==> config.mk <==
export PLATFORM = sky130hd
export DESIGN_NAME = rgc_front
export DESIGN_NICKNAME = d
export VERILOG_FILES = /design/src/design/rgc_pkg.sv /design/src/design/rgc_front.sv
export SDC_FILE = /design/constraint.sdc
export NUM_CORES = 1
export LEC_CHECK = 0
export BUFFER_PORTS_ARGS = -buffer_cell sky130_fd_sc_hd__buf_2
export CAP_MARGIN = 20
export CORE_ASPECT_RATIO = 1.4
export CORE_UTILIZATION = 40
export CTS_CLUSTER_SIZE = 28
export DETAILED_ROUTE_END_ITERATION = 16
export HOLD_SLACK_MARGIN = 0.15
export PLACE_DENSITY = 0.68
export SYNTH_ARGS = -nofsm -noshare
export SYNTH_HDL_FRONTEND = slang
export SYNTH_SLANG_ARGS = --single-unit
==> constraint.sdc <==
create_clock -name clk -period 5.1 [get_ports clk]
set_input_delay 0.51 -clock clk [delete_from_list [all_inputs] [get_ports clk]]
set_output_delay 0.51 -clock clk [all_outputs]
set_load 0.01 [all_outputs]
==> src/design/rgc_pkg.sv <==
package rgc_pkg;

  localparam int FRAC_BITS = 10;

  localparam int POS_W      = 15;
  localparam int DIR_W      = 12;
  localparam int SIZE_W     = 11;
  localparam int IDX_W      = 10;
  localparam int TILE_W     = 4;
  localparam int COL_W      = 10;
  localparam int SPAN_W     = 10;
  localparam int COLOR_W    = 8;
  localparam int DIST_W     = 31;
  localparam int CFG_IDX_W  = 3;
  localparam int CFG_DATA_W = 15;

  // Shared divider: 21-bit dividend, 42-bit divisor, 21-bit quotient.
  localparam int DIV_NUM_W = 21;
  localparam int DIV_DEN_W = 42;

  localparam int DELTA_W = 31;
  localparam int SD_W    = 42;

  localparam int QUEUE_DEPTH = 2;

  localparam logic OP_WRITE = 1'b0;
  localparam logic OP_CAST  = 1'b1;

  localparam logic [CFG_IDX_W-1:0] CFG_POS_X    = 3'd0;
  localparam logic [CFG_IDX_W-1:0] CFG_POS_Y    = 3'd1;
  localparam logic [CFG_IDX_W-1:0] CFG_DIR_X    = 3'd2;
  localparam logic [CFG_IDX_W-1:0] CFG_DIR_Y    = 3'd3;
  localparam logic [CFG_IDX_W-1:0] CFG_PLANE_X  = 3'd4;
  localparam logic [CFG_IDX_W-1:0] CFG_PLANE_Y  = 3'd5;
  localparam logic [CFG_IDX_W-1:0] CFG_SCR_W    = 3'd6;
  localparam logic [CFG_IDX_W-1:0] CFG_SCR_H    = 3'd7;

  localparam logic [DELTA_W-1:0] NO_STEP_DELTA = 31'd2147483640;
  localparam logic [DIST_W-1:0]  DIST_MAX      = 31'd2147483647;
  localparam logic [COLOR_W-1:0] COLOR_FULL    = 8'd255;

  typedef struct packed {
    logic [POS_W-1:0]        pos_x;
    logic [POS_W-1:0]        pos_y;
    logic signed [DIR_W-1:0] dir_x;
    logic signed [DIR_W-1:0] dir_y;
    logic signed [DIR_W-1:0] plane_x;
    logic signed [DIR_W-1:0] plane_y;
    logic [SIZE_W-1:0]       scr_w;
    logic [SIZE_W-1:0]       scr_h;
  } cfg_t;

  typedef struct packed {
    logic              opcode;
    logic [IDX_W-1:0]  cell_index;
    logic [TILE_W-1:0] cell_value;
    logic [COL_W-1:0]  column;
  } q_item_t;

  typedef struct packed {
    logic [COL_W-1:0]   out_column;
    logic [SPAN_W-1:0]  span_start;
    logic [SPAN_W-1:0]  span_end;
    logic [COLOR_W-1:0] red;
    logic [COLOR_W-1:0] green;
    logic [COLOR_W-1:0] blue;
    logic               hit_side;
    logic [TILE_W-1:0]  hit_tile;
    logic [DIST_W-1:0]  wall_distance;
  } result_t;

endpackage

==> src/design/rgc_front.sv <==
module rgc_front #(
  parameter int CELL_COUNT = 1024
) (
  input  logic                             clk,
  input  logic                             rst,
  input  logic                             start,
  output logic                             busy,
  input  logic                             opcode,
  input  logic [rgc_pkg::IDX_W-1:0]        cell_index,
  input  logic [rgc_pkg::TILE_W-1:0]       cell_value,
  input  logic [rgc_pkg::COL_W-1:0]        column,
  input  logic                             cfg_valid,
  output logic                             cfg_ready,
  input  logic [rgc_pkg::CFG_IDX_W-1:0]    cfg_index,
  input  logic [rgc_pkg::CFG_DATA_W-1:0]   cfg_data,
  input  logic                             clearing,
  input  logic                             q_full,
  output logic                             push,
  output rgc_pkg::q_item_t                 push_item,
  output rgc_pkg::cfg_t                    cfg
);
  import rgc_pkg::*;

  logic [POS_W-1:0]        pos_x, pos_y;
  logic signed [DIR_W-1:0] dir_x, dir_y, plane_x, plane_y;
  logic [SIZE_W-1:0]       scr_w, scr_h;
  logic                    f_valid;
  q_item_t                 f_item;
  logic                    accept;
  logic                    keep;

  assign cfg_ready = 1'b1;
  assign busy      = clearing || (f_valid && q_full);
  assign accept    = start && !busy;
  // A tile write outside the map is dropped here and never reaches the queue.
  assign keep      = (opcode == OP_CAST) || (32'(cell_index) < CELL_COUNT);
  assign push      = f_valid && !q_full;
  assign push_item = f_item;

  always_ff @(posedge clk) begin
    if (rst) begin
      f_valid <= 1'b0;
    end else if (accept) begin
      f_valid <= keep;
    end else if (push) begin
      f_valid <= 1'b0;
    end
  end

  always_ff @(posedge clk) begin
    if (accept) begin
      f_item <= '{opcode: opcode, cell_index: cell_index, cell_value: cell_value,
                  column: column};
    end
  end

  always_ff @(posedge clk) begin
    if (rst) begin
      pos_x   <= 15'd22528;
      pos_y   <= 15'd12288;
      dir_x   <= -12'sd1024;
      dir_y   <= 12'sd0;
      plane_x <= 12'sd0;
      plane_y <= 12'sd676;
      scr_w   <= 11'd320;
      scr_h   <= 11'd240;
    end else if (cfg_valid && cfg_ready) begin
      unique case (cfg_index)
        CFG_POS_X:   pos_x   <= cfg_data[POS_W-1:0];
        CFG_POS_Y:   pos_y   <= cfg_data[POS_W-1:0];
        CFG_DIR_X:   dir_x   <= $signed(cfg_data[DIR_W-1:0]);
        CFG_DIR_Y:   dir_y   <= $signed(cfg_data[DIR_W-1:0]);
        CFG_PLANE_X: plane_x <= $signed(cfg_data[DIR_W-1:0]);
        CFG_PLANE_Y: plane_y <= $signed(cfg_data[DIR_W-1:0]);
        CFG_SCR_W:   scr_w   <= cfg_data[SIZE_W-1:0];
        CFG_SCR_H:   scr_h   <= cfg_data[SIZE_W-1:0];
        default: ;
      endcase
    end
  end

  function automatic logic [SIZE_W-1:0] clamp_size(input logic [SIZE_W-1:0] s);
    logic [SIZE_W-1:0] r;
    if (s == '0) begin
      r = 11'd1;
    end else if (s > 11'd1024) begin
      r = 11'd1024;
    end else begin
      r = s;
    end
    return r;
  endfunction

  always_comb begin
    cfg.pos_x   = pos_x;
    cfg.pos_y   = pos_y;
    cfg.dir_x   = dir_x;
    cfg.dir_y   = dir_y;
    cfg.plane_x = plane_x;
    cfg.plane_y = plane_y;
    cfg.scr_w   = clamp_size(scr_w);
    cfg.scr_h   = clamp_size(scr_h);
  end

endmodule

==> results of run 1 <==
metal layers:
metal / vias to the layer above / GRT usage / share of wire
met5: - / 0 / 0
met1: 1893 / 0.262 / 0.39
met2: 194 / 0.363 / 0.52
met3: 18 / 0.0524 / 0.070
met4: 0 / 0.0977 / 0.021
li1: 2018 / - / -
worst reg2reg max path, stage by stage (launching register included):
cell and delay (ns):
dfxtp_1 0.32, a21oi_2 0.58, buf_8 0.24
flip-flops by register name (all words and copies together) (netlist names):
| signal | count |
|---|---|
| dir_x | 12 |
| dir_y | 12 |
| plane_y | 12 |
| pos_y | 15 |
| f_valid | 1 |
| push_item | 25 |
| scr_w | 11 |
| pos_x | 15 |
| plane_x | 12 |
| scr_h | 11 |
where the power goes:
part           internal, W  switching, W  total (W)  leakage, nW
Combinational    0.0000546     0.0000968   0.000151         1.29
Sequential         0.00105     0.0000134    0.00106         1.05
Clock             0.000688      0.000486    0.00117        0.276
final timing paths:
| path | startpoint | to | slack, ns | depth (start not counted) |
|---|---|---|---|---|
| worst max-delay path | scr_w[6] | cfg[11] | 3.17 | 4 |
| worst min-delay path | column[0] | push_item[0] | 0.28 | 1 |
| worst max register to register | f_valid | push_item[11] | 3.67 | 2 |
| worst min register to register | dir_y[9] | dir_y[9] | 0.45 | 2 |
cells in the final DEF, fill, tap and decap left out, drive strengths merged:
cell	instances
a21oi	85
a31oi	2
and4	1
and4b	3
and4bb	3
buf	178
bufinv	1
clkbuf	17
clkinv	2
clkinvlp	3
conb	1
dfxtp	101
edfxtp	25
inv	9
nand2	201
nand2b	2
nand3b	17
nand4	1
nand4b	3
nand4bb	3
nor2	4
nor2b	19
nor3	2
nor4	2
nor4b	1
or4b	1
metrics by stage:
step / instances / power, W / instance area (sq um)
finish: 831 / 0.00238 / 6100
detailed placement: 799 / 0.00123 / 5520
global route: 831 / 0.00247 / 6100
CTS: 831 / 0.00240 / 6100
floorplan: 525 / 0.00116 / 4660
global placement: 798 / 0.00123 / 5510
cell type report:
class,count,share of cell area
Multi-Input combinational cell,351,0.273
Timing Repair Buffer,178,0.148
Clock buffer,17,0.0697
Tap cell,144,0.0295
Sequential cell,126,0.454
Clock inverter,15,0.0252
synthesized netlist by cell type:
library cell	number	share of area
or4b_1	1	0.0021
edfxtp_1	25	0.16
nand3b_1	17	0.027
nand4b_1	3	0.0056
and4_1	1	0.0019
nor2_1	4	0.0032
nand4bb_1	3	0.0072
and4b_1	3	0.0064
buf_1	1	0.00080
nand2_1	201	0.16
nor2b_1	19	0.025
nor4b_2	1	0.0032
nand2b_1	2	0.0027
nor4_1	2	0.0027
buf_2	24	0.026
dfxtp_1	101	0.43
a21oi_1	85	0.091
and4bb_1	2	0.0054
nor3_1	2	0.0021
conb_1	1	0.00080
and4bb_2	1	0.0027
buf_6	1	0.0024
a31oi_1	2	0.0027
buf_4	3	0.0048
nand4_1	1	0.0013
clkbuf_1	19	0.015
cells by family after synthesis:
group,after synthesis
AOI/OAI and AO/OA,87
buffers and inverters,48
DFF,126
other,1
and+or+nand+nor,263
==> results.md, run 1 <==
* Final setup TNS at 0 ns
* WP buf/inv at 1
* IO Port Bufs at 175
* Vias in the first global route at 3677
* Compound-Gate Fraction of Synth Area at 0.0939
* Pwr dens at 391 nW/um^2
* Antenna Violating Nets Remaining at 0
* CTS Sinks at 126
* Antenna violations before repair at 0
* Critical path's top delay family: simple AND/OR/NAND/NOR gates
* Pre-Repair DR Iteration Count at 4
* VDD IR max at 224 uV
* Core area at 11300 sq um
* Startpoint types: flop
* DPL Wire Length at 8.72 mm
* Post-CTS Repair Setup Buffers at 0
* Synth Area in XOR/XNOR at 0
* Synth Register Bits at 126
* Multiplexer share of the synthesized area at 0
* Die W at 93.2 microns
* RSZ-0062 raised after global routing: false
* CP required at 4.59 ns
* Mapped cell area at 4660 sq um
* CTS Buf Count at 17
* Grt ovf at 0
* Layout cell share with drive strength beyond 1 at 0.310
* Post-CTS Resized at 0
* Row count at 46
* Final Util at 0.538
* DRT iter0 DRCs at 210
* Max-cap violations at 0
* Final GP Congestion at 0.769
* Via density at 4.96
* Via count at 4123
* Diodes inserted at 0
* Post-Syn Area per Cell at 8.88 sq um
* Leak at 2.62 nW
* Tmin final at 1.93 ns
* Measured slew at the worst slew-check pin at 0.994 ns
* Kind of end point of the critical path: output port
* Die height at 130 microns
* Worst path cell trace: nor4_1 -> a31oi_1 -> nor2_1 -> buf_2
* Worst path slowest cell: dfxtp_1
* Cts hold-fix bufs at 0
* Worst Skew at 0.00603 ns
* Clock transition at path regs at 0.06 ns
* Register Area at 2770 sq um
* Max-slew violations at 0
* Syn nets at 574
* Gr usage total at 0.216
* Slew headroom at 0.337
* Synth Warn # at 0
* Final-report hold violation count at 0
* Synth cell types at 26
* Largest stage delay on the critical path at 0.33 ns
* CTS Buffer Depth at 2
* Clock Latency Late Sink at 0.41 ns
* WL/cell at 15.8 microns
* WHS at 0.276 ns
* Crit Path Class: reg -> out
* HP Class: in -> reg
* Initial core utilization at 0.411
* Area Growth Syn to Fin at 30.9%
* Post-Synth Simple-Gate Area at 0.261
* Total wire length at 13.1 mm
* TritonCTS clock tree: yes
* Pin count of the biggest net entering global routing at 102
* Filler cells at 1035
* Final setup fails at 0
* CP Max Fanout at 3
* Seq/Total Area, Yosys at 0.595
* Main combinational cell family by area after synthesis: simple AND/OR/NAND/NOR gates
* Status: finished clean
* Final period util at 0.378
* Die area at 12100 sq um
* Remaining DRCs at 0
* Root Buffer: clkbuf_16
* Post-synthesis cell count at 525
* Multi-input logic area at 1660 sq um
* Final nets at 723
* Post-Synth Adder-Cell Area at 0
* First-pass GRT wire length at 19.7 mm
* Worst EP arrival at 1.42 ns
* Setup ws final at 3.17 ns
* H-tree Lvls at 4
* Pre-CTS setup slack at 3.14 ns
* Fmax at 0.519 GHz
* IO Pins at 177
No activity file was read; power rests on OpenSTA's default activity.
==> run 2, diff against run 1 <==
==> constraint.sdc (replaced) <==
create_clock -name clk -period 1.8 [get_ports clk]
set_input_delay 0.18 -clock clk [delete_from_list [all_inputs] [get_ports clk]]
set_output_delay 0.18 -clock clk [all_outputs]
set_load 0.01 [all_outputs]
==> run 2 against run 1 <==
  * Sequential share of layout area fell by 3.0 points
  * Count of clock-buffer cells in the layout unchanged
  * Routed wire length up 6.7%
  * Via count rose by 2.8%
  * Power rose to 2.9 times the previous value
  * Setup slack worse by 3.0 ns
  * Combinational power grew to 3.4 times the previous value
  * Sequential power increased to 2.8 times the previous value
  * Largest cell class unchanged
  * Utilization rose by 3.8 points
  * Cell area up 7.0%
==> results.md, run 2 (synthesized netlist as in run 1, its figures left out) <==
* Slew headroom at 0.623 (+0.285)
* Final nets at 765 (+5.8%)
* Kind of end point of the critical path: output port
* Grt ovf at 0 (unchanged)
* DRT iter0 DRCs at 205 (-2.4%)
* Max reg flops at 25 (unchanged)
* Initial core utilization at 0.411 (unchanged)
* Total wire length at 14.0 mm (+6.7%)
* Worst EP arrival at 1.43 ns (about the same)
* Measured slew at the worst slew-check pin at 0.563 ns (-0.431 ns)
* DPL Wire Length at 9.07 mm (+4.1%)
* Largest stage delay on the critical path at 0.35 ns (+0.02 ns)
* Via density at 4.85 (-2.2%)
* VDD IR max at 657 uV (+190%)
* TritonCTS clock tree: yes
* Worst Skew at 0.00522 ns (-0.000805 ns)
* CP required at 1.62 ns (-2.97 ns)
* Post-CTS Resized at 0 (unchanged)
* Crit Path Class: reg -> out
* Worst r2r dst: f_valid
* Worst path cell trace: nor4_1 -> a31oi_1 -> nor2_1 -> buf_2
* Reg-to-reg startpoint: f_valid
* Hold depth at 3 (+2)
* Filler cells at 1017 (-1.7%)
* Via count at 4237 (+2.8%)
* Startpoint types: flop
* IO Pins at 177 (unchanged)
* Worst path slowest cell: nor4_1
* CTS Sinks at 126 (unchanged)
* Leak at 2.80 nW (+6.9%)
* Tmin final at 1.61 ns
* Pin count of the biggest net entering global routing at 102 (unchanged)
* Gr usage total at 0.234 (+0.0175)
* CTS Buffer Depth at 2 (unchanged)
* Diodes inserted at 0 (unchanged)
* HP Class: in -> reg
* Final Util at 0.576 (+0.0377)
* Vias in the first global route at 3926 (+6.8%)
* Final-report hold violation count at 0 (unchanged)
* Clock transition at path regs at 0.06 ns (about the same)
* CTS Buf Count at 17 (unchanged)
* Max-cap violations at 0 (unchanged)
* CP Max Fanout at 3 (unchanged)
* Core area at 11300 sq um (unchanged)
* Status: finished clean
* Die W at 93.2 microns (unchanged)
* Endpoint, Worst Hold: pos_y[5]
* Antenna violations before repair at 0 (unchanged)
* RSZ-0062 raised after global routing: false
* Multi-input logic area at 1660 sq um (unchanged)
* Row count at 46 (unchanged)
* Die height at 130 microns (unchanged)
* Max-slew violations at 0 (unchanged)
* Remaining DRCs at 0 (unchanged)
* Final period util at 0.892
* Pre-Repair DR Iteration Count at 4 (unchanged)
* Register Area at 2770 sq um (unchanged)
* Final GP Congestion at 0.756 (-1.7%)
* H-tree Lvls at 4 (unchanged)
* Clock Latency Late Sink at 0.42 ns (about the same)
* R2r worst-path depth at 3 (+1)
* IO Port Bufs at 175 (unchanged)
* Pwr dens at 1050 nW/um^2 (+170%)
* First-pass GRT wire length at 21.0 mm (+7.0%)
* Final setup fails at 0 (unchanged)
* Final setup TNS at 0 ns (unchanged)
* Antenna Violating Nets Remaining at 0 (unchanged)
* Root Buffer: clkbuf_16
* Area Growth Syn to Fin at 40.1%
* Most common cell after layout, fill and taps aside: nand2_1
* Die area at 12100 sq um (unchanged)
* Hold_sp: cfg_data[5]
* Fmax at 0.623 GHz
* Layout cell share with drive strength beyond 1 at 0.295 (-0.0151)
* R2r setup slk at 0.60 ns (-3.07 ns)
* Total Power at 0.00688 W (+190%)
* Most frequent cells in the layout: nand2_1 (201), buf_2 (175), dfxtp_1 (101)
* WL/cell at 16.0 microns (+1.5%)
-- run 2: power breakdown --
group	total, W	internal, W	switching, W
sequential	0.00300	0.00296	0.0000390
clock	0.00337	0.00205	0.00132
combinational	0.000506	0.000214	0.000292
-- run 2: worst max path at each step --
stage                 start           end  slack (ns)
2_1_floorplan       f_valid  push_item[0]        0.32
3_3_place_gp   cfg_index[1]     pos_x[13]        0.28
3_5_place_dp   cfg_index[1]      pos_x[7]        0.24
4_1_cts            scr_w[6]       cfg[11]        0.15
5_1_grt            scr_w[6]       cfg[11]        0.02
6_report           scr_w[6]       cfg[11]        0.19
-- run 2: routing by layer --
layer,GRT usage,up-vias,part of all wire
li1,-,2105,-
met5,0,-,0
met1,0.270,1969,0.39
met2,0.412,139,0.53
met3,0.0513,24,0.055
met4,0.106,0,0.023
-- run 2: final cells by class --
type / count / share of cell area
clock inverter: 15 / 0.0247
clock buffer: 17 / 0.0651
timing repair buffer: 220 / 0.203
tap: 144 / 0.0276
multi-input combinational: 351 / 0.255
sequential: 126 / 0.425
-- run 2: metrics by stage --
step / hold slack [ns] / std cells / instance area (sq um) / worst slack [ns]
6_report: 0.155 / 873 / 6530 / 0.194
5_1_grt: 0.153 / 873 / 6530 / 0.0197
3_3_place_gp: 0.358 / 801 / 5540 / 0.281
2_1_floorplan: 0.279 / 525 / 4670 / 0.323
4_1_cts: 0.155 / 873 / 6530 / 0.147
3_5_place_dp: 0.359 / 801 / 5540 / 0.238
-- run 2: worst max-delay path, delay by kind of cell (launching register included) --
kind | cells | cell delay, ns
flip-flops | 1 | 0.32
AND/OR/NAND/NOR | 2 | 0.44
AO/OA/AOI/OAI | 1 | 0.13
buffers and inverters | 1 | 0.13
-- run 2: what timing repair did --
action                    in CTS  in global routing
setup buffers                  0                  0
hold buffers                  40                  0
hold endpoints to repair      91                  0
