[src/design/rgc_pkg.sv]
package rgc_pkg;

  localparam int FRAC_BITS = 10;

  localparam int POS_W      = 15;
  localparam int DIR_W      = 12;
  localparam int SIZE_W     = 11;
  localparam int IDX_W      = 10;
  localparam int TILE_W     = 4;
  localparam int COL_W      = 10;
  localparam int SPAN_W     = 10;
  localparam int COLOR_W    = 8;
  localparam int DIST_W     = 31;
  localparam int CFG_IDX_W  = 3;
  localparam int CFG_DATA_W = 15;

  // Shared divider: 21-bit dividend, 42-bit divisor, 21-bit quotient.
  localparam int DIV_NUM_W = 21;
  localparam int DIV_DEN_W = 42;

  localparam int DELTA_W = 31;
  localparam int SD_W    = 42;

  localparam int QUEUE_DEPTH = 2;

  localparam logic OP_WRITE = 1'b0;
  localparam logic OP_CAST  = 1'b1;

  localparam logic [CFG_IDX_W-1:0] CFG_POS_X    = 3'd0;
  localparam logic [CFG_IDX_W-1:0] CFG_POS_Y    = 3'd1;
  localparam logic [CFG_IDX_W-1:0] CFG_DIR_X    = 3'd2;
  localparam logic [CFG_IDX_W-1:0] CFG_DIR_Y    = 3'd3;
  localparam logic [CFG_IDX_W-1:0] CFG_PLANE_X  = 3'd4;
  localparam logic [CFG_IDX_W-1:0] CFG_PLANE_Y  = 3'd5;
  localparam logic [CFG_IDX_W-1:0] CFG_SCR_W    = 3'd6;
  localparam logic [CFG_IDX_W-1:0] CFG_SCR_H    = 3'd7;

  localparam logic [DELTA_W-1:0] NO_STEP_DELTA = 31'd2147483640;
  localparam logic [DIST_W-1:0]  DIST_MAX      = 31'd2147483647;
  localparam logic [COLOR_W-1:0] COLOR_FULL    = 8'd255;

  typedef struct packed {
    logic [POS_W-1:0]        pos_x;
    logic [POS_W-1:0]        pos_y;
    logic signed [DIR_W-1:0] dir_x;
    logic signed [DIR_W-1:0] dir_y;
    logic signed [DIR_W-1:0] plane_x;
    logic signed [DIR_W-1:0] plane_y;
    logic [SIZE_W-1:0]       scr_w;
    logic [SIZE_W-1:0]       scr_h;
  } cfg_t;

  typedef struct packed {
    logic              opcode;
    logic [IDX_W-1:0]  cell_index;
    logic [TILE_W-1:0] cell_value;
    logic [COL_W-1:0]  column;
  } q_item_t;

  typedef struct packed {
    logic [COL_W-1:0]   out_column;
    logic [SPAN_W-1:0]  span_start;
    logic [SPAN_W-1:0]  span_end;
    logic [COLOR_W-1:0] red;
    logic [COLOR_W-1:0] green;
    logic [COLOR_W-1:0] blue;
    logic               hit_side;
    logic [TILE_W-1:0]  hit_tile;
    logic [DIST_W-1:0]  wall_distance;
  } result_t;

endpackage

[src/design/rgc_queue.sv]
module rgc_queue (
  input  logic              clk,
  input  logic              rst,
  input  logic              push,
  input  rgc_pkg::q_item_t  push_item,
  output logic              full,
  input  logic              pop,
  output logic              head_valid,
  output rgc_pkg::q_item_t  head_item
);
  import rgc_pkg::*;

  localparam int PTR_W = $clog2(QUEUE_DEPTH);

  q_item_t            slots [QUEUE_DEPTH];
  logic [PTR_W-1:0]   wr_ptr;
  logic [PTR_W-1:0]   rd_ptr;
  logic [PTR_W:0]     count;

  assign full       = count == (PTR_W + 1)'(QUEUE_DEPTH);
  assign head_valid = count != '0;
  assign head_item  = slots[rd_ptr];

  always_ff @(posedge clk) begin
    if (push && !full) begin
      slots[wr_ptr] <= push_item;
    end
  end

  always_ff @(posedge clk) begin
    if (rst) begin
      wr_ptr <= '0;
      rd_ptr <= '0;
      count  <= '0;
    end else begin
      if (push && !full) begin
        wr_ptr <= (wr_ptr == PTR_W'(QUEUE_DEPTH - 1)) ? '0 : wr_ptr + 1'b1;
      end
      if (pop && head_valid) begin
        rd_ptr <= (rd_ptr == PTR_W'(QUEUE_DEPTH - 1)) ? '0 : rd_ptr + 1'b1;
      end
      count <= count + (PTR_W + 1)'(push && !full) - (PTR_W + 1)'(pop && head_valid);
    end
  end

endmodule

[config.mk]
export PLATFORM = sky130hd
export DESIGN_NAME = rgc_queue
export DESIGN_NICKNAME = d
export VERILOG_FILES = /design/src/design/rgc_pkg.sv /design/src/design/rgc_queue.sv
export SDC_FILE = /design/constraint.sdc
export NUM_CORES = 1
export LEC_CHECK = 0
export ABC_CLOCK_PERIOD_IN_PS = 2200
export BUFFER_PORTS_ARGS = -buffer_cell sky130_fd_sc_hd__buf_4
export CORE_MARGIN = 2
export CORE_UTILIZATION = 51
export DETAILED_ROUTE_END_ITERATION = 12
export GPL_ROUTABILITY_DRIVEN = 0
export HOLD_SLACK_MARGIN = 0.1
export PLACE_DENSITY = 0.75
export SLEW_MARGIN = 10
export SYNTH_ARGS = -nofsm -noshare
export SYNTH_HDL_FRONTEND = slang
export SYNTH_SLANG_ARGS = --single-unit
[constraint.sdc]
create_clock -name clk -period 2.2 [get_ports clk]
set_clock_uncertainty 0.15 [all_clocks]
set_input_delay 0.22 -clock clk [delete_from_list [all_inputs] [get_ports clk]]
set_output_delay 0.22 -clock clk [all_outputs]
set_load 0.01 [all_outputs]
==> flow_summary.yaml, run 1 <==
layout:
  layout_common_cells: "buf_4 (59), edfxtp_1 (50), dlygate4sd3_1 (26)"
  drive_gt1_frac: 0.4845
  final_common_cell: "buf_4"
  fin_nets: 225
  antennaDiodeCount: 0
  area_growth_pct: 40.25
  fillCellCount: 247
  multi_input_area_um2: 402.9
  seqCellArea_um2: 1602
cts:
  cts_setup_buffers: 0
  root_buffer: "clkbuf_8"
  clkTransAtPathRegs_ns: 0.08
  cts_tree: "built"
  cts_buffer_depth: 2
  cts_buffers: 5
  cts_num_sinks: 55
  clk_latency_ns: 0.29
  htree_levels: 2
grt:
  grt.met3_usage: 0.05167
  grt_max_degree: 26
  grt.met1_usage: 0.1688
  globalRouteTotalUtil: 0.1632
  grt_pass1_wl_um: 5195
  gr-usage-met2: 0.3094
  grt_overflow: 0
  gr-max-usage-layer: "met2"
  grt_antenna_before_repair: 0
  first_global_vias: 1226
floorplanning:
  io-pin-count: 56
  core_um2: 3744
  die_w_um: 67.24
  dieHeight_um: 67.24
  row_count: 22
  dieArea_um2: 4521
  initial_utilization: 0.5448
synthesis:
  yosysSeqAreaShare: 0.7853
  netlist_area_um2: 2039
  synth.avg_cell_area_um2: 19.42
  synth_area_leaders: "edfxtp_1 (74%), mux2_2 (14%), dfxtp_1 (4.9%), ha_1 (1.2%), buf_4 (0.74%)"
  yosysTopAreaCellShare: 0.7362
  yosysWarnings: 0
  synth_fp_nets: 136
  synth.largest_area_cell: "edfxtp_1"
  ys_ff_latch: 55
  synth_cells: 105
  synth_cell_types: 22
timing:
  final.min_clock_period_ns: 1.875
  setup_tns_ns: 0
  grt_setup_unrepaired: "false"
  period_share: 0.8524
  setup_viol: 0
  slew_violations: 0
  timing.hold.ws_ns: 0.1892
  fmax_mhz: 533.3
  tightest_slew_ns: 0.5797
  slew_headroom: 0.6135
  hold_viol: 0
pwr:
  p_switching_w: 0.0007565
  peakVddDrop_mv: 0.6837
  combPwrFrac: 0.343
  p_per_area_nw_per_um2: 992.5
  p_total_w: 0.002839
  netSwitchingFraction: 0.2665
  seqPwrFrac: 0.488
  intPower_w: 0.002082
  leakage_nw: 1.120
  clock_power_share: 0.169
critical_path:
  cp.arrival_ns: 1.72
  crit_buf_inv: 3
  path_delay_family: "buffers and inverters"
  crit_required_ns: 2.05
  cp_slowest_cell: "dfxtp_1"
  worstSetupPathType: "flip-flop to flip-flop"
  critPathMaxFanout: 11
  start_kind: "flip-flop"
  cp_cell_sequence: "nand2b_2 -> inv_2 -> or3_1 -> inv_1 -> buf_4"
  endpoint_kind: "flip-flop"
  crit_path_max_incr_delay_ns: 0.37
detailed_routing:
  wirelength_um: 3383
  route.detailed.drc: 0
  ant_nets: 0
  initialDrtViolationCount: 31
  drt-pass1-iter-count: 4
  wl_per_cell_um: 13.98
  vias_per_cell: 4.826
  dr_total_vias: 1168
worst_hold_path:
  min_path_type: "primary input to flip-flop"
outcome:
  status: "complete, no violations"
run:
  maxCapViolCount: 0
place:
  detailed_place_hpwl_um: 2218
  io_buffers: 55
cell families (layout without fill, tap and decap cells):
family | count (synthesis) | count (layout) | synth area share
adders and majority gates | 2 | 2 | 0.01227
and+or+nand+nor | 11 | 11 | 0.03007
muxes | 25 | 25 | 0.1380
buffers and inverters | 7 | 96 | 0.01717
AOI/OAI and AO/OA | 3 | 3 | 0.008586
DFF | 55 | 55 | 0.7853
xor gates and xnor gates | 2 | 2 | 0.008591
cells in the mapped netlist (all sizes together):
library cell / instances
xor2: 1
inv: 4
buf: 3
nand2b: 1
or3: 1
nand2: 1
mux2: 25
ha: 2
xnor2: 1
nor2b: 1
o21a: 1
o21ai: 1
nor3: 1
or2: 1
dfxtp: 5
a21oi: 1
edfxtp: 50
and3: 1
nor2: 3
and2: 1
worst reg2reg max path, stage by stage, from the launching register on:
cell and delay (ns):
dfxtp_1 0.37, nand2b_2 0.16, inv_2 0.05, or3_1 0.33, inv_1 0.25, buf_4 0.27
power groups by stage:
stage	clock (W)	combinational, W	sequential, W
global placement	0	0.000925	0.00140
finish	0.000480	0.000973	0.00139
floorplan	0	0.000543	0.00139
CTS	0.000505	0.000989	0.00139
detailed placement	0	0.000948	0.00141
global route	0.000539	0.00106	0.00140
path summary, 6_finish.rpt:
check             slack (ns)      from            to  depth (start not counted)
setup / recovery        0.32  count[0]  slots[0][18]                          5
hold / removal          0.19      push        wr_ptr                          4
setup reg to reg        0.32  count[0]  slots[0][18]                          5
hold reg to reg         0.38    wr_ptr        wr_ptr                          2
per-layer routing:
layer,routed length [µm],up-vias
met4,20,0
met5,0,-
met3,144,2
li1,-,570
met1,1321,567
met2,1897,29
stage by stage:
stage                       util  area [µm²]  cells  setup slack, ns
after floorplan                -        2039    105           0.3124
after global placement    0.6738        2522    209           0.4034
after detailed placement  0.6738        2522    209           0.3219
after CTS                 0.7640        2860    242           0.3024
after global routing      0.7640        2860    242           0.2031
final                     0.7640        2860    242           0.3248
cell type report:
type | count | area share
Clock buffer | 5 | 0.02406
Clock inverter | 2 | 0.003062
Inverter | 4 | 0.005249
Multi-Input combinational cell | 43 | 0.1409
Sequential cell | 55 | 0.5599
Tap cell | 48 | 0.02100
Timing Repair Buffer | 85 | 0.2458
what timing repair did:
item                                   in CTS  in global routing
endpoints found under the hold margin      55                  0
gates resized for setup                     0                  0
hold buffers                               26                  0
state kept, by name (all words and copies together), names as in the netlist, named ones only:
register / flops
rd_ptr: 1
count: 2
slots: 50
wr_ptr: 1
Note: power is estimated with default switching activity, not from simulation.
==> inputs of run 2 (changes only) <==
--- a/config.mk
+++ b/config.mk
@@ -7,12 +7,14 @@
 export LEC_CHECK = 0
 export ABC_CLOCK_PERIOD_IN_PS = 2200
 export BUFFER_PORTS_ARGS = -buffer_cell sky130_fd_sc_hd__buf_4
+export CELL_PAD_IN_SITES_DETAIL_PLACEMENT = 1
+export CELL_PAD_IN_SITES_GLOBAL_PLACEMENT = 1
 export CORE_MARGIN = 2
-export CORE_UTILIZATION = 51
+export CORE_UTILIZATION = 42
 export DETAILED_ROUTE_END_ITERATION = 12
 export GPL_ROUTABILITY_DRIVEN = 0
 export HOLD_SLACK_MARGIN = 0.1
-export PLACE_DENSITY = 0.75
+export PLACE_DENSITY = 0.74
 export SLEW_MARGIN = 10
 export SYNTH_ARGS = -nofsm -noshare
 export SYNTH_HDL_FRONTEND = slang
==> flow_summary.yaml, run 2 (synthesized netlist as in run 1, its figures left out) <==
grt:
  grt_max_degree: 26
  grt_antenna_before_repair: 0
  gr-max-usage-layer: "met2"
  grt.met3_usage: 0.04390
  first_global_vias: 1297
  grt_pass1_wl_um: 6354
  gr-usage-met2: 0.3115
  grt_overflow: 0
  grt.met1_usage: 0.1748
  globalRouteTotalUtil: 0.1642
critical_path:
  r2r_setup_slack_ns: 0.33
  endpoint_kind: "flip-flop"
  critPathMaxFanout: 10
  reg2reg_from: "count[0]"
  crit_required_ns: 2.06
  start_kind: "flip-flop"
  rr_worst_depth: 5
  timing.rr.end: "slots[0][12]"
  worstSetupPathType: "flip-flop to flip-flop"
  cp.arrival_ns: 1.72
layout:
  top_register: "slots"
  largest_register_ffs: 50
  area_growth_pct: 41.84
  reg_top3: "slots x50, count x2"
  fin_nets: 225
  final_cells: 248
  fillCellCount: 445
  antennaDiodeCount: 0
  final_common_cell: "buf_4"
  layout_common_cells: "buf_4 (59), edfxtp_1 (50), dlygate4sd3_1 (26)"
  drive_gt1_frac: 0.4845
floorplanning:
  dieArea_um2: 5429
  core_um2: 4692
  io-pin-count: 56
  die_w_um: 73.69
  dieHeight_um: 73.69
  initial_utilization: 0.4347
  row_count: 25
timing:
  tightest_slew_ns: 0.6179
  grt_setup_unrepaired: "false"
  final.min_clock_period_ns: 1.868
  fmax_mhz: 535.4
  slew_headroom: 0.5881
  setup_viol: 0
  setup_tns_ns: 0
  hold_viol: 0
  slew_violations: 0
  period_share: 0.8490
place:
  io_buffers: 55
  detailed_place_hpwl_um: 2704
  placed_cells: 215
detailed_routing:
  drt-pass1-iter-count: 4
  initialDrtViolationCount: 59
  wirelength_um: 4230
  wl_per_cell_um: 17.06
  vias_per_cell: 4.835
  ant_nets: 0
  dr_total_vias: 1199
  route.detailed.drc: 0
pwr:
  peakVddDrop_mv: 0.4984
  p_per_area_nw_per_um2: 1045
  leakage_nw: 1.130
worst_hold_path:
  worstHoldStart: "push"
  whs_endpoint: "wr_ptr"
  whs_path_depth: 4
  min_path_type: "primary input to flip-flop"
outcome:
  status: "complete, no violations"
cts:
  root_buffer: "clkbuf_8"
  cts_tree: "built"
  cts_buffer_depth: 2
  htree_levels: 2
  cts_num_sinks: 55
  clkTransAtPathRegs_ns: 0.08
  clk_latency_ns: 0.29
  cts_buffers: 5
  cts_resized: 0
run:
  maxCapViolCount: 0
## run 2: cell types whose count changed in the layout (fill, tap and decap cells not counted), sizes merged
cell / delta
clkinv: -2
bufinv: +1
clkbuf: +1
## run 2: area by class of cell
cell class,instances,area (µm²),area share
clock buffer,6,72.57,0.02509
multi-input combinational,43,402.9,0.1393
inverter,4,15.01,0.005190
sequential,55,1602,0.5536
tap,54,67.56,0.02336
clock inverter,1,30.03,0.01038
timing repair buffer,85,703.2,0.2431
## run 2: how the worst max path moves through the flow
stage	startpoint	endpoint	cells after the start
6_report	count[0]	slots[0][12]	5
5_1_grt	count[0]	slots[0][12]	5
4_1_cts	count[0]	slots[0][4]	5
3_5_place_dp	count[0]	slots[0][2]	5
3_3_place_gp	count[0]	slots[0][2]	5
2_1_floorplan	count[0]	slots[0][0]	4
## run 2: per-layer routing
layer  up-vias  wire [µm]
met4         0         61
li1        571          -
met5         -          0
met1       584       1651
met3         6        181
met2        38       2335
## run 2: where the power goes
group	switching (W)	total (W)	leakage [nW]	internal [W]
Clock	0.000297	0.000631	0.0513	0.000334
Combinational	0.000459	0.000997	0.570	0.000538
Sequential	0.0000582	0.00139	0.508	0.00134
## run 2: critical path, stage by stage, from the launching register on
cell and delay (ns):
dfxtp_1 0.37, nand2b_2 0.15, inv_2 0.04, or3_1 0.32, inv_1 0.27, buf_4 0.27
## run 2: stage by stage
| step | instance area (µm²) | setup WS [ns] | utilization | hold WS [ns] | total power, W |
|---|---|---|---|---|---|
| after detailed placement | 2530 | 0.3140 | 0.5392 | 0.2589 | 0.002388 |
| final | 2893 | 0.3321 | 0.6165 | 0.1591 | 0.003022 |
| after global placement | 2530 | 0.4000 | 0.5392 | 0.2576 | 0.002335 |
| after CTS | 2893 | 0.3015 | 0.6165 | 0.1478 | 0.003061 |
| after floorplan | 2039 | 0.3124 | - | 0.1391 | 0.001937 |
| after global routing | 2893 | 0.2171 | 0.6165 | 0.1790 | 0.003176 |
## run 2: repair_timing
action	CTS	global route
buffers inserted	0	0
endpoints found under the hold margin	55	0
hold buffers	26	0
==> inputs of run 3 (changes only) <==
--- a/config.mk
+++ b/config.mk
@@ -5,16 +5,16 @@
 export SDC_FILE = /design/constraint.sdc
 export NUM_CORES = 1
 export LEC_CHECK = 0
-export ABC_CLOCK_PERIOD_IN_PS = 2200
+export ABC_CLOCK_PERIOD_IN_PS = 1500
 export BUFFER_PORTS_ARGS = -buffer_cell sky130_fd_sc_hd__buf_4
 export CELL_PAD_IN_SITES_DETAIL_PLACEMENT = 1
 export CELL_PAD_IN_SITES_GLOBAL_PLACEMENT = 1
 export CORE_MARGIN = 2
-export CORE_UTILIZATION = 42
+export CORE_UTILIZATION = 38
 export DETAILED_ROUTE_END_ITERATION = 12
 export GPL_ROUTABILITY_DRIVEN = 0
 export HOLD_SLACK_MARGIN = 0.1
-export PLACE_DENSITY = 0.74
+export PLACE_DENSITY = 0.71
 export SLEW_MARGIN = 10
 export SYNTH_ARGS = -nofsm -noshare
 export SYNTH_HDL_FRONTEND = slang
==> constraint.sdc (replaced) <==
create_clock -name clk -period 1.5 [get_ports clk]
set_clock_uncertainty 0.15 [all_clocks]
set_input_delay 0.15 -clock clk [delete_from_list [all_inputs] [get_ports clk]]
set_output_delay 0.15 -clock clk [all_outputs]
set_load 0.01 [all_outputs]
==> flow_summary.yaml, run 3 (synthesized netlist as in run 1, its figures left out) <==
layout:
  layout_common_cells: "edfxtp_1 (50), buf_4 (35), dlygate4sd3_1 (27), buf_6 (27), mux2_4 (25)"
  top_register: "slots"
  largest_register_ffs: 50
  fin_nets: 237
  reg_top3: "slots x50, count x2"
  area_growth_pct: 63.31
  final_common_cell: "edfxtp_1"
  drive_gt1_frac: 0.5556
  antennaDiodeCount: 0
  fillCellCount: 486
floorplanning:
  dieArea_um2: 5969
  core_um2: 5140
  die_w_um: 77.26
  initial_utilization: 0.3968
  row_count: 26
  dieHeight_um: 77.26
  io-pin-count: 56
detailed_routing:
  ant_nets: 0
  vias_per_cell: 4.668
  dr_total_vias: 1293
  drt-pass1-iter-count: 3
  wl_per_cell_um: 18.13
  wirelength_um: 5022
  route.detailed.drc: 0
  initialDrtViolationCount: 63
run:
  maxCapViolCount: 0
cts:
  clkTransAtPathRegs_ns: 0.08
  cts_buffer_depth: 2
  root_buffer: "clkbuf_8"
  cts_buffers: 5
  htree_levels: 2
  cts_num_sinks: 55
  cts_tree: "built"
  clk_latency_ns: 0.29
place:
  place_ws_ns: -0.2575
  io_buffers: 55
timing:
  slew_violations: 0
  slew_headroom: 0.8537
  grt_setup_unrepaired: "true"
  hold_viol: 0
  setup_ws_ns: -0.2199
  fmax_mhz: 581.4
  final.min_clock_period_ns: 1.720
  period_share: 1.147
  setup_viol: 51
  setup_tns_ns: -6.691
  tightest_slew_ns: 0.2179
grt:
  grt_antenna_before_repair: 0
  grt_pass1_wl_um: 6948
  grt_max_degree: 17
  grt_overflow: 0
  globalRouteTotalUtil: 0.1519
  first_global_vias: 1426
pwr:
  netSwitchingFraction: 0.2823
  peakVddDrop_mv: 0.9413
  leakage_nw: 1.329
  p_per_area_nw_per_um2: 1556
  clock_power_share: 0.148
  intPower_w: 0.003720
  seqPwrFrac: 0.403
  p_switching_w: 0.001463
  combPwrFrac: 0.449
critical_path:
  critPathMaxFanout: 6
  worstSetupPathType: "flip-flop to output pin"
  cp_slowest_cell: "dfxtp_4"
  crit_required_ns: 1.20
  start_kind: "flip-flop"
  cp.arrival_ns: 1.42
  endpoint_kind: "output pin"
  cp_cell_sequence: "buf_4 -> buf_8 -> mux2_4 -> buf_6"
  crit_path_max_incr_delay_ns: 0.41
outcome:
  violations: "negative setup slack"
  status: "finished with violations"
worst_hold_path:
  min_path_type: "primary input to flip-flop"
==> run 3: changes by cell type in the layout (fill, tap and decap cells not counted), moves of 3 or more <==
| cell | change |
|---|---|
| mux2_4 | +25 |
| buf_4 | -24 |
| dfxtp_1 | -3 |
| buf_6 | +27 |
| mux2_2 | -25 |
| buf_12 | +5 |
==> run 3: power by group through the flow <==
stage	combinational [W]	clock [W]	sequential, W
final	0.00233	0.000765	0.00209
after global routing	0.00247	0.000852	0.00212
after CTS	0.00180	0.000797	0.00204
after detailed placement	0.00161	0	0.00208
after global placement	0.00154	0	0.00206
after floorplan	0.000825	0	0.00205
==> run 3: cell type report <==
cell class                 count  area [µm²]  share of cell area
tap                           70       87.58             0.02630
timing repair buffer          97       992.2              0.2979
inverter                       4       21.27            0.006386
clock buffer                   6       72.57             0.02179
clock inverter                 2       12.51            0.003757
multi-input combinational     43       536.8              0.1612
sequential                    55        1608              0.4827
==> run 3: per-stage QoR <==
stage / instances / util / power [W] / hold slack, ns / area, µm²
6_report: 277 / 0.6480 / 0.005184 / 0.1325 / 3331
5_1_grt: 277 / 0.6480 / 0.005439 / 0.1617 / 3331
4_1_cts: 274 / 0.5976 / 0.004639 / 0.1063 / 3072
3_5_place_dp: 237 / 0.5183 / 0.003684 / 0.1890 / 2664
3_3_place_gp: 237 / 0.5183 / 0.003603 / 0.1865 / 2664
2_1_floorplan: 105 / - / 0.002879 / 0.06420 / 2058
==> run 3: path summary, 6_finish.rpt <==
check,depth (start not counted),end,from,slack [ns]
max,4,head_item[15],flip-flop,-0.22
min,4,wr_ptr,push,0.13
max reg2reg,7,count[1],count[1],-0.17
min reg2reg,2,wr_ptr,wr_ptr,0.41
==> run 3: worst max-delay path, delay by kind of cell (launching register included) <==
kind     cells  cell delay, ns
flops        1            0.41
buf+inv      3            0.39
mux          1            0.32
==> run 3: routing by layer <==
layer  vias to the layer above  wire length (µm)  track usage
met5                         -                 0            0
met4                         0                95      0.04286
met3                        10               209      0.04118
met2                        40              2813       0.2852
met1                       648              1904       0.1665
li1                        595                 -            -
==> run 3: timing repair <==
action	4_1_cts	5_1_grt
hold buffers	27	0
cloned	0	2
pin swaps	4	0
buffers inserted	2	1
setup endpoints to repair	53	52
endpoints found under the hold margin	55	0
resized for setup	9	61
